### config.mk
export PLATFORM = sky130hd
export DESIGN_NAME = positional_list_store
export DESIGN_NICKNAME = d
export VERILOG_FILES = /design/src/plst_pkg.sv /design/src/plst_cell.sv /design/src/positional_list_store.sv
export SDC_FILE = /design/constraint.sdc
export NUM_CORES = 1
export LEC_CHECK = 0
export ABC_AREA = 1
export BUFFER_PORTS_ARGS = -buffer_cell sky130_fd_sc_hd__buf_2
export CAP_MARGIN = 40
export CORE_ASPECT_RATIO = 1.5
export CORE_MARGIN = 2
export CORE_UTILIZATION = 60
export CTS_CLUSTER_SIZE = 12
export DETAILED_ROUTE_END_ITERATION = 6
export PLACE_DENSITY = 0.83
export SETUP_SLACK_MARGIN = 0.1
export SYNTH_ARGS = -nofsm -noshare
export SYNTH_HDL_FRONTEND = slang
export SYNTH_HIERARCHICAL = 1
export SYNTH_SLANG_ARGS = --single-unit
### constraint.sdc
create_clock -name clk -period 14.5 [get_ports clk]
set_input_delay 2.175 -clock clk [delete_from_list [all_inputs] [get_ports clk]]
set_output_delay 2.175 -clock clk [all_outputs]
set_load 0.005 [all_outputs]
### src/plst_pkg.sv
// shared codes and cell control type for the positional list store
package plst_pkg;

	localparam logic [2:0] MODE_PUSH_FRONT = 3'd0;
	localparam logic [2:0] MODE_PUSH_BACK  = 3'd1;
	localparam logic [2:0] MODE_INSERT_AT  = 3'd2;
	localparam logic [2:0] MODE_POP_FRONT  = 3'd3;
	localparam logic [2:0] MODE_POP_BACK   = 3'd4;
	localparam logic [2:0] MODE_REMOVE_AT  = 3'd5;
	localparam logic [2:0] MODE_READ_ALL   = 3'd6;

	localparam logic [1:0] ST_OK    = 2'd0;
	localparam logic [1:0] ST_EMPTY = 2'd1;
	localparam logic [1:0] ST_INDEX = 2'd2;
	localparam logic [1:0] ST_FULL  = 2'd3;

	typedef enum logic [1:0] {
		CELL_HOLD,
		CELL_INS,
		CELL_DEL,
		CELL_ROT
	} cell_op_t;

	typedef struct packed {
		cell_op_t   op;
		logic [7:0] value;
	} cell_ctl_t;

endpackage

### src/plst_cell.sv
// one storage cell of the list chain, holds a single byte
module plst_cell import plst_pkg::*; #(
	parameter int INDEX = 0,
	parameter int IDX_W = 6
) (
	input  logic             clk,
	input  cell_ctl_t        ctl,
	input  logic [IDX_W-1:0] idx,
	input  logic [7:0]       left_data,
	input  logic [7:0]       right_data,
	input  logic [7:0]       head_data,
	output logic [7:0]       data_q
);

	localparam logic [IDX_W-1:0] MY_IDX = IDX_W'(INDEX);

	logic [7:0] next_data;

	always_comb begin
		next_data = data_q;
		unique case (ctl.op)
			CELL_INS: begin
				// make room at idx, cells above take their left neighbor
				if (MY_IDX > idx) begin
					next_data = left_data;
				end else if (MY_IDX == idx) begin
					next_data = ctl.value;
				end
			end
			CELL_DEL: begin
				if (MY_IDX >= idx) begin
					next_data = right_data;
				end
			end
			CELL_ROT: begin
				// rotate the occupied part left, idx is the tail
				if (MY_IDX < idx) begin
					next_data = right_data;
				end else if (MY_IDX == idx) begin
					next_data = head_data;
				end
			end
			default: begin
				next_data = data_q;
			end
		endcase
	end

	always_ff @(posedge clk) begin
		data_q <= next_data;
	end

endmodule

### src/positional_list_store.sv
// positional list store: ordered byte list in a chain of shifting cells
//
//  channel  handshake              payload                  direction
//  req      req_valid/req_ready    mode, position, value    in
//  rsp      rsp_valid/rsp_ready    status, element, last    out
//
// an edit is taken in idle, then checked and applied to the chain in exec
// read all is taken in idle and started in exec, then sends one element per cycle while rsp is free;
// the chain rotates left once per element so cell 0 always holds the next one to send
// a result beat waiting on rsp_ready holds the chain and the state machine
// arst_n clears the element count and control; cell contents are not reset
// a new request is taken while the previous result still waits on rsp_ready
module positional_list_store import plst_pkg::*; #(
	parameter int DEPTH = 16
) (
	input  logic       clk,
	input  logic       arst_n,
	input  logic       req_valid,
	output logic       req_ready,
	input  logic [2:0] mode,
	input  logic [4:0] position,
	input  logic [7:0] value,
	output logic       rsp_valid,
	input  logic       rsp_ready,
	output logic [1:0] status,
	output logic [7:0] element,
	output logic       last
);

	localparam int CW = $clog2(DEPTH + 1);
	localparam int PW = ((CW > 5) ? CW : 5) + 1;

	typedef enum logic [1:0] {
		S_IDLE,
		S_EXEC,
		S_READ
	} state_t;

	state_t        state_q;
	logic [2:0]    mode_q;
	logic [4:0]    position_q;
	logic [7:0]    value_q;
	logic [CW-1:0] count_q;
	logic [CW-1:0] rd_cnt_q;
	logic          rsp_valid_q;
	logic [1:0]    status_q;
	logic [7:0]    element_q;
	logic          last_q;

	logic [PW-1:0] cnt_ext;
	logic [PW-1:0] pos_p;
	logic [PW-1:0] edit_idx;
	logic [PW-1:0] cell_idx;
	logic          is_ins;
	logic          is_del;
	logic          is_read;
	logic [1:0]    status_c;
	logic          out_free;
	logic          last_rd;
	logic          rsp_load;
	cell_ctl_t     ctl;
	logic [7:0]    cell_data [DEPTH];

	assign cnt_ext  = PW'(count_q);
	assign out_free = !rsp_valid_q || rsp_ready;
	assign last_rd  = (PW'(rd_cnt_q) == cnt_ext - PW'(1));

	assign is_ins  = (mode_q == MODE_PUSH_FRONT) || (mode_q == MODE_PUSH_BACK) ||
		(mode_q == MODE_INSERT_AT);
	assign is_del  = (mode_q == MODE_POP_FRONT) || (mode_q == MODE_POP_BACK) ||
		(mode_q == MODE_REMOVE_AT);
	assign is_read = (mode_q == MODE_READ_ALL);

	// a new result beat is loaded this cycle
	assign rsp_load = out_free && (((state_q == S_EXEC) && !(is_read && count_q != '0)) ||
		(state_q == S_READ));

	// 1-based position the operation works on
	always_comb begin
		unique case (mode_q)
			MODE_PUSH_FRONT: pos_p = PW'(1);
			MODE_PUSH_BACK:  pos_p = cnt_ext + PW'(1);
			MODE_INSERT_AT:  pos_p = PW'(position_q);
			MODE_POP_FRONT:  pos_p = PW'(1);
			MODE_POP_BACK:   pos_p = cnt_ext;
			MODE_REMOVE_AT:  pos_p = PW'(position_q);
			default:         pos_p = '0;
		endcase
	end

	assign edit_idx = pos_p - PW'(1);

	always_comb begin
		status_c = ST_OK;
		priority if (is_ins) begin
			if (pos_p == '0 || pos_p > cnt_ext + PW'(1)) begin
				status_c = ST_INDEX;
			end else if (cnt_ext == PW'(DEPTH)) begin
				status_c = ST_FULL;
			end
		end else if (is_del) begin
			if (count_q == '0) begin
				status_c = ST_EMPTY;
			end else if (pos_p == '0 || pos_p > cnt_ext) begin
				status_c = ST_INDEX;
			end
		end else if (is_read) begin
			if (count_q == '0) begin
				status_c = ST_EMPTY;
			end
		end else begin
			status_c = ST_OK;
		end
	end

	always_comb begin
		ctl.op    = CELL_HOLD;
		ctl.value = value_q;
		if (state_q == S_EXEC && out_free && status_c == ST_OK) begin
			if (is_ins) begin
				ctl.op = CELL_INS;
			end else if (is_del) begin
				ctl.op = CELL_DEL;
			end
		end else if (state_q == S_READ && out_free) begin
			ctl.op = CELL_ROT;
		end
	end

	assign cell_idx = (state_q == S_READ) ? cnt_ext - PW'(1) : edit_idx;

	for (genvar i = 0; i < DEPTH; i++) begin : g_cell
		logic [7:0] left_d;
		logic [7:0] right_d;
		if (i == 0) begin : g_first
			assign left_d = 8'd0;
		end else begin : g_left
			assign left_d = cell_data[i-1];
		end
		if (i == DEPTH - 1) begin : g_end
			assign right_d = 8'd0;
		end else begin : g_right
			assign right_d = cell_data[i+1];
		end
		plst_cell #(
			.INDEX(i),
			.IDX_W(PW)
		) u_cell (
			.clk       (clk),
			.ctl       (ctl),
			.idx       (cell_idx),
			.left_data (left_d),
			.right_data(right_d),
			.head_data (cell_data[0]),
			.data_q    (cell_data[i])
		);
	end

	always_ff @(posedge clk or negedge arst_n) begin
		if (!arst_n) begin
			state_q     <= S_IDLE;
			mode_q      <= '0;
			position_q  <= '0;
			value_q     <= '0;
			count_q     <= '0;
			rd_cnt_q    <= '0;
			rsp_valid_q <= 1'b0;
			status_q    <= ST_OK;
			element_q   <= '0;
			last_q      <= 1'b0;
		end else begin
			if (rsp_load) begin
				rsp_valid_q <= 1'b1;
			end else if (rsp_ready) begin
				rsp_valid_q <= 1'b0;
			end
			unique case (state_q)
				S_IDLE: begin
					if (req_valid) begin
						mode_q     <= mode;
						position_q <= position;
						value_q    <= value;
						state_q    <= S_EXEC;
					end
				end
				S_EXEC: begin
					if (out_free) begin
						if (is_read && count_q != '0) begin
							rd_cnt_q <= '0;
							state_q  <= S_READ;
						end else begin
							status_q    <= status_c;
							element_q   <= 8'd0;
							last_q      <= 1'b1;
							if (status_c == ST_OK && is_ins) begin
								count_q <= count_q + CW'(1);
							end else if (status_c == ST_OK && is_del) begin
								count_q <= count_q - CW'(1);
							end
							state_q <= S_IDLE;
						end
					end
				end
				S_READ: begin
					if (out_free) begin
						status_q    <= ST_OK;
						element_q   <= cell_data[0];
						last_q      <= last_rd;
						rd_cnt_q    <= rd_cnt_q + CW'(1);
						if (last_rd) begin
							state_q <= S_IDLE;
						end
					end
				end
				default: begin
					state_q <= S_IDLE;
				end
			endcase
		end
	end

	assign req_ready = (state_q == S_IDLE);
	assign rsp_valid = rsp_valid_q;
	assign status    = status_q;
	assign element   = element_q;
	assign last      = last_q;

endmodule
**Word level (Yosys, flattened, before mapping)**

Cells that the tools add are included.

- $add $sub $neg: 6
- Magnitude comparators: 50
- Equality and inequality tests: 82
- Muxes and demuxes: 135
- Bitwise gates (word level): 1
- Reduce and logical (&&, ||, !) cells: 52

Operators by type and width:

| operator | count |
|---|---|
| $mux 8 | 82 |
| $pmux 8 s3 | 16 |
| $ne 3x1->1 const B | 31 |
| $reduce_and 4->1 | 20 |
| $eq 4x6->1 const A | 8 |
| $ge 4x6->1 const A | 8 |
| $gt 4x6->1 const A | 8 |
| $lt 4x6->1 const A | 8 |
| $mux 2 | 19 |
| $ne 2x1->1 const B | 18 |
| $mux 5 | 5 |
| $eq 3x6->1 const A | 4 |
| $ge 3x6->1 const A | 4 |
| $gt 3x6->1 const A | 4 |
| $lt 3x6->1 const A | 4 |
| $pmux 6 s4 | 1 |
| $pmux 8 s2 | 1 |
| $eq 2x6->1 const A | 2 |
| $ge 1x6->1 const A | 2 |
| $ge 2x6->1 const A | 2 |
| $gt 1x6->1 const A | 2 |
| $gt 2x6->1 const A | 2 |
| $logic_not 6->1 | 2 |
| $lt 1x6->1 const A | 2 |
| other kinds (35) | 71 |

- Bits in registers: 168
- Input bits: 20
- Word-level logic and storage cells: 352

**Logic depth before layout (Yosys ltp)**

- Depth in word-level cells: 15
- Depth in mapped cells: 28

**By module**

The synthesis kept the hierarchy.

By module, submodules not included:

| module | times used | cells an instance | area an instance (µm²) | seq. area each (µm²) |
|---|---|---|---|---|
| positional_list_store | 1 | 336 | 2663.8 | 1001.0 |
| plst_cell at g_cell[9].u_cell | 1 | 129 | 842.1 | 240.2 |
| plst_cell at g_cell[13].u_cell | 1 | 131 | 830.8 | 240.2 |
| plst_cell at g_cell[3].u_cell | 1 | 134 | 823.3 | 240.2 |
| plst_cell at g_cell[12].u_cell | 1 | 138 | 812.0 | 240.2 |
| plst_cell at g_cell[5].u_cell | 1 | 133 | 804.5 | 240.2 |
| plst_cell at g_cell[1].u_cell | 1 | 132 | 794.5 | 240.2 |
| plst_cell at g_cell[4].u_cell | 1 | 129 | 783.3 | 240.2 |
| plst_cell at g_cell[8].u_cell | 1 | 123 | 777.0 | 240.2 |
| plst_cell at g_cell[15].u_cell | 1 | 109 | 774.5 | 240.2 |
| plst_cell at g_cell[11].u_cell | 1 | 131 | 772.0 | 240.2 |
| plst_cell at g_cell[7].u_cell | 1 | 110 | 745.7 | 240.2 |
| plst_cell at g_cell[2].u_cell | 1 | 105 | 728.2 | 240.2 |
| plst_cell at g_cell[6].u_cell | 1 | 95 | 695.7 | 240.2 |
| +3 rows | -- | -- | -- | -- |

**Worst setup path before layout**

No wires, ideal clock.

- Path kind: register -> register
- Start: register count_q[0]
- End: register g_cell[1].u_cell.data_q[0], enable pin
- Setup time: 387 ps
- Data arrival time: 6685 ps
- Data required time: 14113 ps
- Slack: 7428 ps
- Cell stages (with the launch flop): 14
- Clock period less this slack: 7072 ps
- Cell sequence: dfrtp_1 buf_2 inv_1 ha_1 inv_1 o221ai_1 nor2_1 nand4_1 xor2_1 o21ai_0 inv_2 nand4_2 nand2_1 o31ai_1

RTL lines:

| what | RTL line | source |
|---|---|---|
| start, declared | positional_list_store.sv:43 | `logic [CW-1:0] count_q;` |
| start signal, assigned | positional_list_store.sv:196 | `count_q <= count_q + CW'(1);` |
| start signal, assigned | positional_list_store.sv:198 | `count_q <= count_q - CW'(1);` |
| $add 5x1->6 | positional_list_store.sv:82 | `MODE_PUSH_BACK: pos_p = cnt_ext + PW'(1);` |
| $pmux 6 s4 | positional_list_store.sv:80 | `unique case (mode_q)` |
| $sub 6x1->6 | positional_list_store.sv:91 | `assign edit_idx = pos_p - PW'(1);` |
| $mux 6 * | positional_list_store.sv:130 | `assign cell_idx = (state_q == S_READ) ? cnt_ext - PW'(1) : edit_idx;` |
| named net cell_idx[5] | positional_list_store.sv:53 | `logic [PW-1:0] cell_idx;` |
| $lt 1x6->1, or another cell as far along | plst_cell.sv:37 | `if (MY_IDX < idx) begin` |
| $ne 3x1->1 (no line) or $ne 2x1->1 (tied branches) | -- |  |
| $reduce_and 4->1 (no line) * | -- |  |
| end signal, assigned | plst_cell.sv:50 | `data_q <= next_data;` |
| end, declared | plst_cell.sv:12 | `output logic [7:0] data_q` |

Mark *: on every way through the listed nets, which the timed path passes. The rest lies on a longest branch.
A chain may end at the register's enable or synchronous reset.

==> results list <==
* Outcome: complete, no violations
- Fin crit share: 0.381
- Number of setup buffers added after CTS: 0
- The portion of synthesized area spent on multiplexers is 0.00986.
* Vias in the first global route: 14,300
- The cell that appears most often on the critical path is sky130_fd_sc_hd__inv_1.
- Fraction of final layout cells sized beyond drive strength 1: 0.123
- Critical Path Fanout Max: 50
- Standard cell with the maximum stage delay on the critical path: sky130_fd_sc_hd__o31ai_1
- CTS-repair resized insts: 0
* Clock buffer depth: 2
- For the worst setup path, the data arrival time is 5.68 ns.
* H-Tree Depth: 4
* Number of clock sinks: 168
* Pins Over Slew Limit: 0
- In this run the remaining antenna-violating nets after routing total 0.
- The floorplan step defined a die boundary enclosing 0.0260 sq mm.
* Flip-flop and latch count after synthesis: 168
- During synthesis, Yosys emitted a total of 6 warnings.
- STA classifies the critical path endpoint as a flop.
- Via-per-instance ratio: 5.73
- Synthesis produced 2,216 cells.
- Count of inserted antenna diode cells: 0
- TritonCTS clock tree: built
* Number of filler instances in the final layout: 2,143
- For this run, the total global-route usage over all layers was measured as 0.353.
- Remaining global-route overflow: 0
- Counting both buffers and inverters, the worst setup path holds a total of 6.
- In the routed design, unresolved DRC markers number 0.
- Main combinational cell family by area after synthesis: simple AND/OR/NAND/NOR gates
- DR vias: 15,000
- The min-delay analysis places its worst path in the category reg2reg.
- At the end of routability-driven placement, the weighted congestion stood at 0.998.
* Clock latency reported for the late side of the worst-skew pair: 0.46 ns
- The mapped netlist covers 0.0148 sq mm.
- After clock tree synthesis, the clock-pin slew on the worst setup and hold paths is 0.08 ns.
* Detailed-routing iteration count for the pre-antenna-repair pass: 6
* Die Y-Extent: 197 um
* Drt first-iter violations: 1,373
- Total of max-cap violations: 0
- Of the synthesized area, sequential elements account for 0.326.
* Slew Limit Headroom: 0.444
- Post-layout min period: 5.52 ns
- Total routed wirelength: 45,600 um
- Largest delay contributor family on the critical path: compound AO/OA/AOI/OAI gates
- Largest net degree at the start of global routing: 56
- Req. time, crit path: 14.66 ns
* Setup Viol. Count Final: 0
- Pin placement for this block handled 33 I/O pins.
* CORE AREA: 0.0243 sq mm
- Worst path cell trace: inv_1, ha_1, inv_1, o221ai_1, ha_1, inv_1, nor2_1, o21ai_0, inv_1, o22ai_1, nand3_1, nand2_1, nand2_2, nor2_8, nand3_1, nand2_4, buf_4, nor2_1, o31ai_1, buf_2
- Antenna violations before repair: 0
- Hold_buf cts: 0
- Post-synthesis share of cell area spent on and, or, nand and nor gates: 0.441
* Slowest cell delay on critical path: 0.69 ns
- Setup repair after global routing left no endpoint under its margin.
- Fmax: 181 MHz
- Average cell area after synthesis: 6.70 sq um
- Of the total synthesized cell area, the portion taken by XOR and XNOR cells is 0.00708.
- Count of buffers from port buffering: 32
- Total clock buffers created by CTS: 17
* Transition time at the pin with the least slew margin: 0.830 ns
- STA classifies the critical path startpoint as a flop.
- Summed over all nets, the half-perimeter wirelength after detailed placement is 32,400 um.
- Global-route wire length before repair: 72,300 um
- Fin Clk Skew: 0.0104 ns
- Sum of negative setup slack: 0 ns
* Wirelength per Cell: 17.4 um
- Core Rows: 70
- Post-synthesis cell type count: 57
* Synthesis-to-layout area growth: 9.85%
- Of the total synthesized cell area, the portion taken by full adders, half adders and majority gates is 0.0174.
- The initial utilization of the core area, before any placement, comes to 0.610.
- The synthesized-area fraction occupied by ao, oa, aoi and oai cells is 0.0432.
* Buffer cell driving the clock tree root: sky130_fd_sc_hd__clkbuf_16
- In this run the horizontal extent of the chip is 132 um.
- NumNets Final: 2,315
- Final hold vios: 0
* Type of the worst setup path: reg2reg
layout make-up:
type                            count  area [sq um]  share of cell area
Clock buffer                       17           425              0.0261
Clock inverter                     15           175              0.0107
Timing Repair Buffer               65           646              0.0396
Tap cell                          324           405              0.0249
Inverter                          528          2020               0.124
Multi-Input combinational cell   1495          7790               0.478
Sequential cell                   168          4840               0.297
cell usage in the layout, fill, tap and decap left out, types with 21 or more instances in the layout:
cell / count
sky130_fd_sc_hd__inv_2: 29
sky130_fd_sc_hd__buf_2: 38
sky130_fd_sc_hd__nor2_4: 21
sky130_fd_sc_hd__dfrtp_1: 40
sky130_fd_sc_hd__nand3b_1: 21
sky130_fd_sc_hd__nand2_1: 688
sky130_fd_sc_hd__nor2_1: 83
sky130_fd_sc_hd__o21ai_0: 29
sky130_fd_sc_hd__nand3_2: 24
sky130_fd_sc_hd__a21oi_1: 33
sky130_fd_sc_hd__inv_1: 491
sky130_fd_sc_hd__nand4_1: 93
sky130_fd_sc_hd__edfxtp_1: 128
sky130_fd_sc_hd__nand3_1: 316
sky130_fd_sc_hd__nand2_2: 26
worst reg2reg max path: cells and delay by family (launching register included):
family | cells | cell delay (ns)
fa+ha+maj | 2 | 0.67
flops | 1 | 0.61
simple gates | 8 | 1.17
buf+inv | 6 | 1.37
compound gates | 4 | 1.41
Yosys cell counts (all sizes together):
cell / number / area share
nor4: 1 / 0.00042
edfxtp: 128 / 0.26
buf: 29 / 0.018
a22o: 2 / 0.0012
and2: 5 / 0.0021
conb: 1 / 0.00025
o21bai: 1 / 0.00051
or3: 1 / 0.00042
nand2: 724 / 0.19
fa: 1 / 0.0013
clkbuf: 4 / 0.0010
inv: 522 / 0.13
nand3b: 22 / 0.011
nand4: 96 / 0.042
nand3: 350 / 0.13
a21oi: 36 / 0.013
nor3: 4 / 0.0021
bufinv: 2 / 0.0024
o31ai: 7 / 0.0039
xnor2: 5 / 0.0029
or2: 10 / 0.0042
clkinv: 4 / 0.0011
xor2: 7 / 0.0041
ha: 19 / 0.016
mux2: 13 / 0.0099
o21ai: 44 / 0.017
a31oi: 5 / 0.0025
o22ai: 9 / 0.0038
nor2: 122 / 0.052
and3: 1 / 0.00042
o221ai: 1 / 0.00059
dfrtp: 40 / 0.067
cell families (layout without fill, tap and decap cells):
group / count (synthesis) / in the layout
compound gates: 105 / 105
xor+xnor: 12 / 12
fa+ha+maj: 20 / 20
flops: 168 / 168
mux: 13 / 13
simple gates: 1336 / 1336
other cells: 1 / 9
buf+inv: 561 / 625
sequential cells by signal, summed over array words and instances (netlist names):
name / count
count_q: 5
element: 8
g_cell.u_cell/data_q: 128
last: 1
mode_q: 3
position_q: 5
rd_cnt_q: 5
rsp_valid: 1
state_q: 2
status: 2
value_q: 8
worst paths after layout:
kind                            startpoint                    endpoint  slack, ns  depth (start not counted)
worst min-delay path            element[0]                  element[0]       0.49                          2
worst max register to register  count_q[0]  g_cell[5].u_cell/data_q[3]       8.98                         20
min in group asynchronous           arst_n               position_q[3]       1.53                          1
max in group asynchronous           arst_n                  element[7]      12.56                          2
worst max-delay path            count_q[0]  g_cell[5].u_cell/data_q[3]       8.98                         20
worst min register to register  element[0]                  element[0]       0.49                          2
per-layer routing:
layer / vias up / track usage / share of wire
met1: 6769 / 0.390 / 0.35
met2: 799 / 0.608 / 0.49
met3: 262 / 0.0607 / 0.088
met5: - / 0 / 0
li1: 7134 / - / -
met4: 0 / 0.259 / 0.079
metrics by stage:
step | util | hold WS [ns] | area, sq um | worst slack, ns | instances
finish | 0.670 | 0.486 | 16300 | 8.98 | 2612
global route | 0.670 | 0.516 | 16300 | 8.60 | 2612
CTS | 0.670 | 0.491 | 16300 | 8.96 | 2611
detailed placement | 0.645 | 0.473 | 15700 | 9.00 | 2579
global placement | 0.628 | 0.465 | 15300 | 9.11 | 2555
floorplan | - | 0.476 | 14900 | 7.43 | 2224
Power is left out: the tool's default activity adds up to more than one toggle a clock period on the data nets, which glitch-free logic cannot reach.
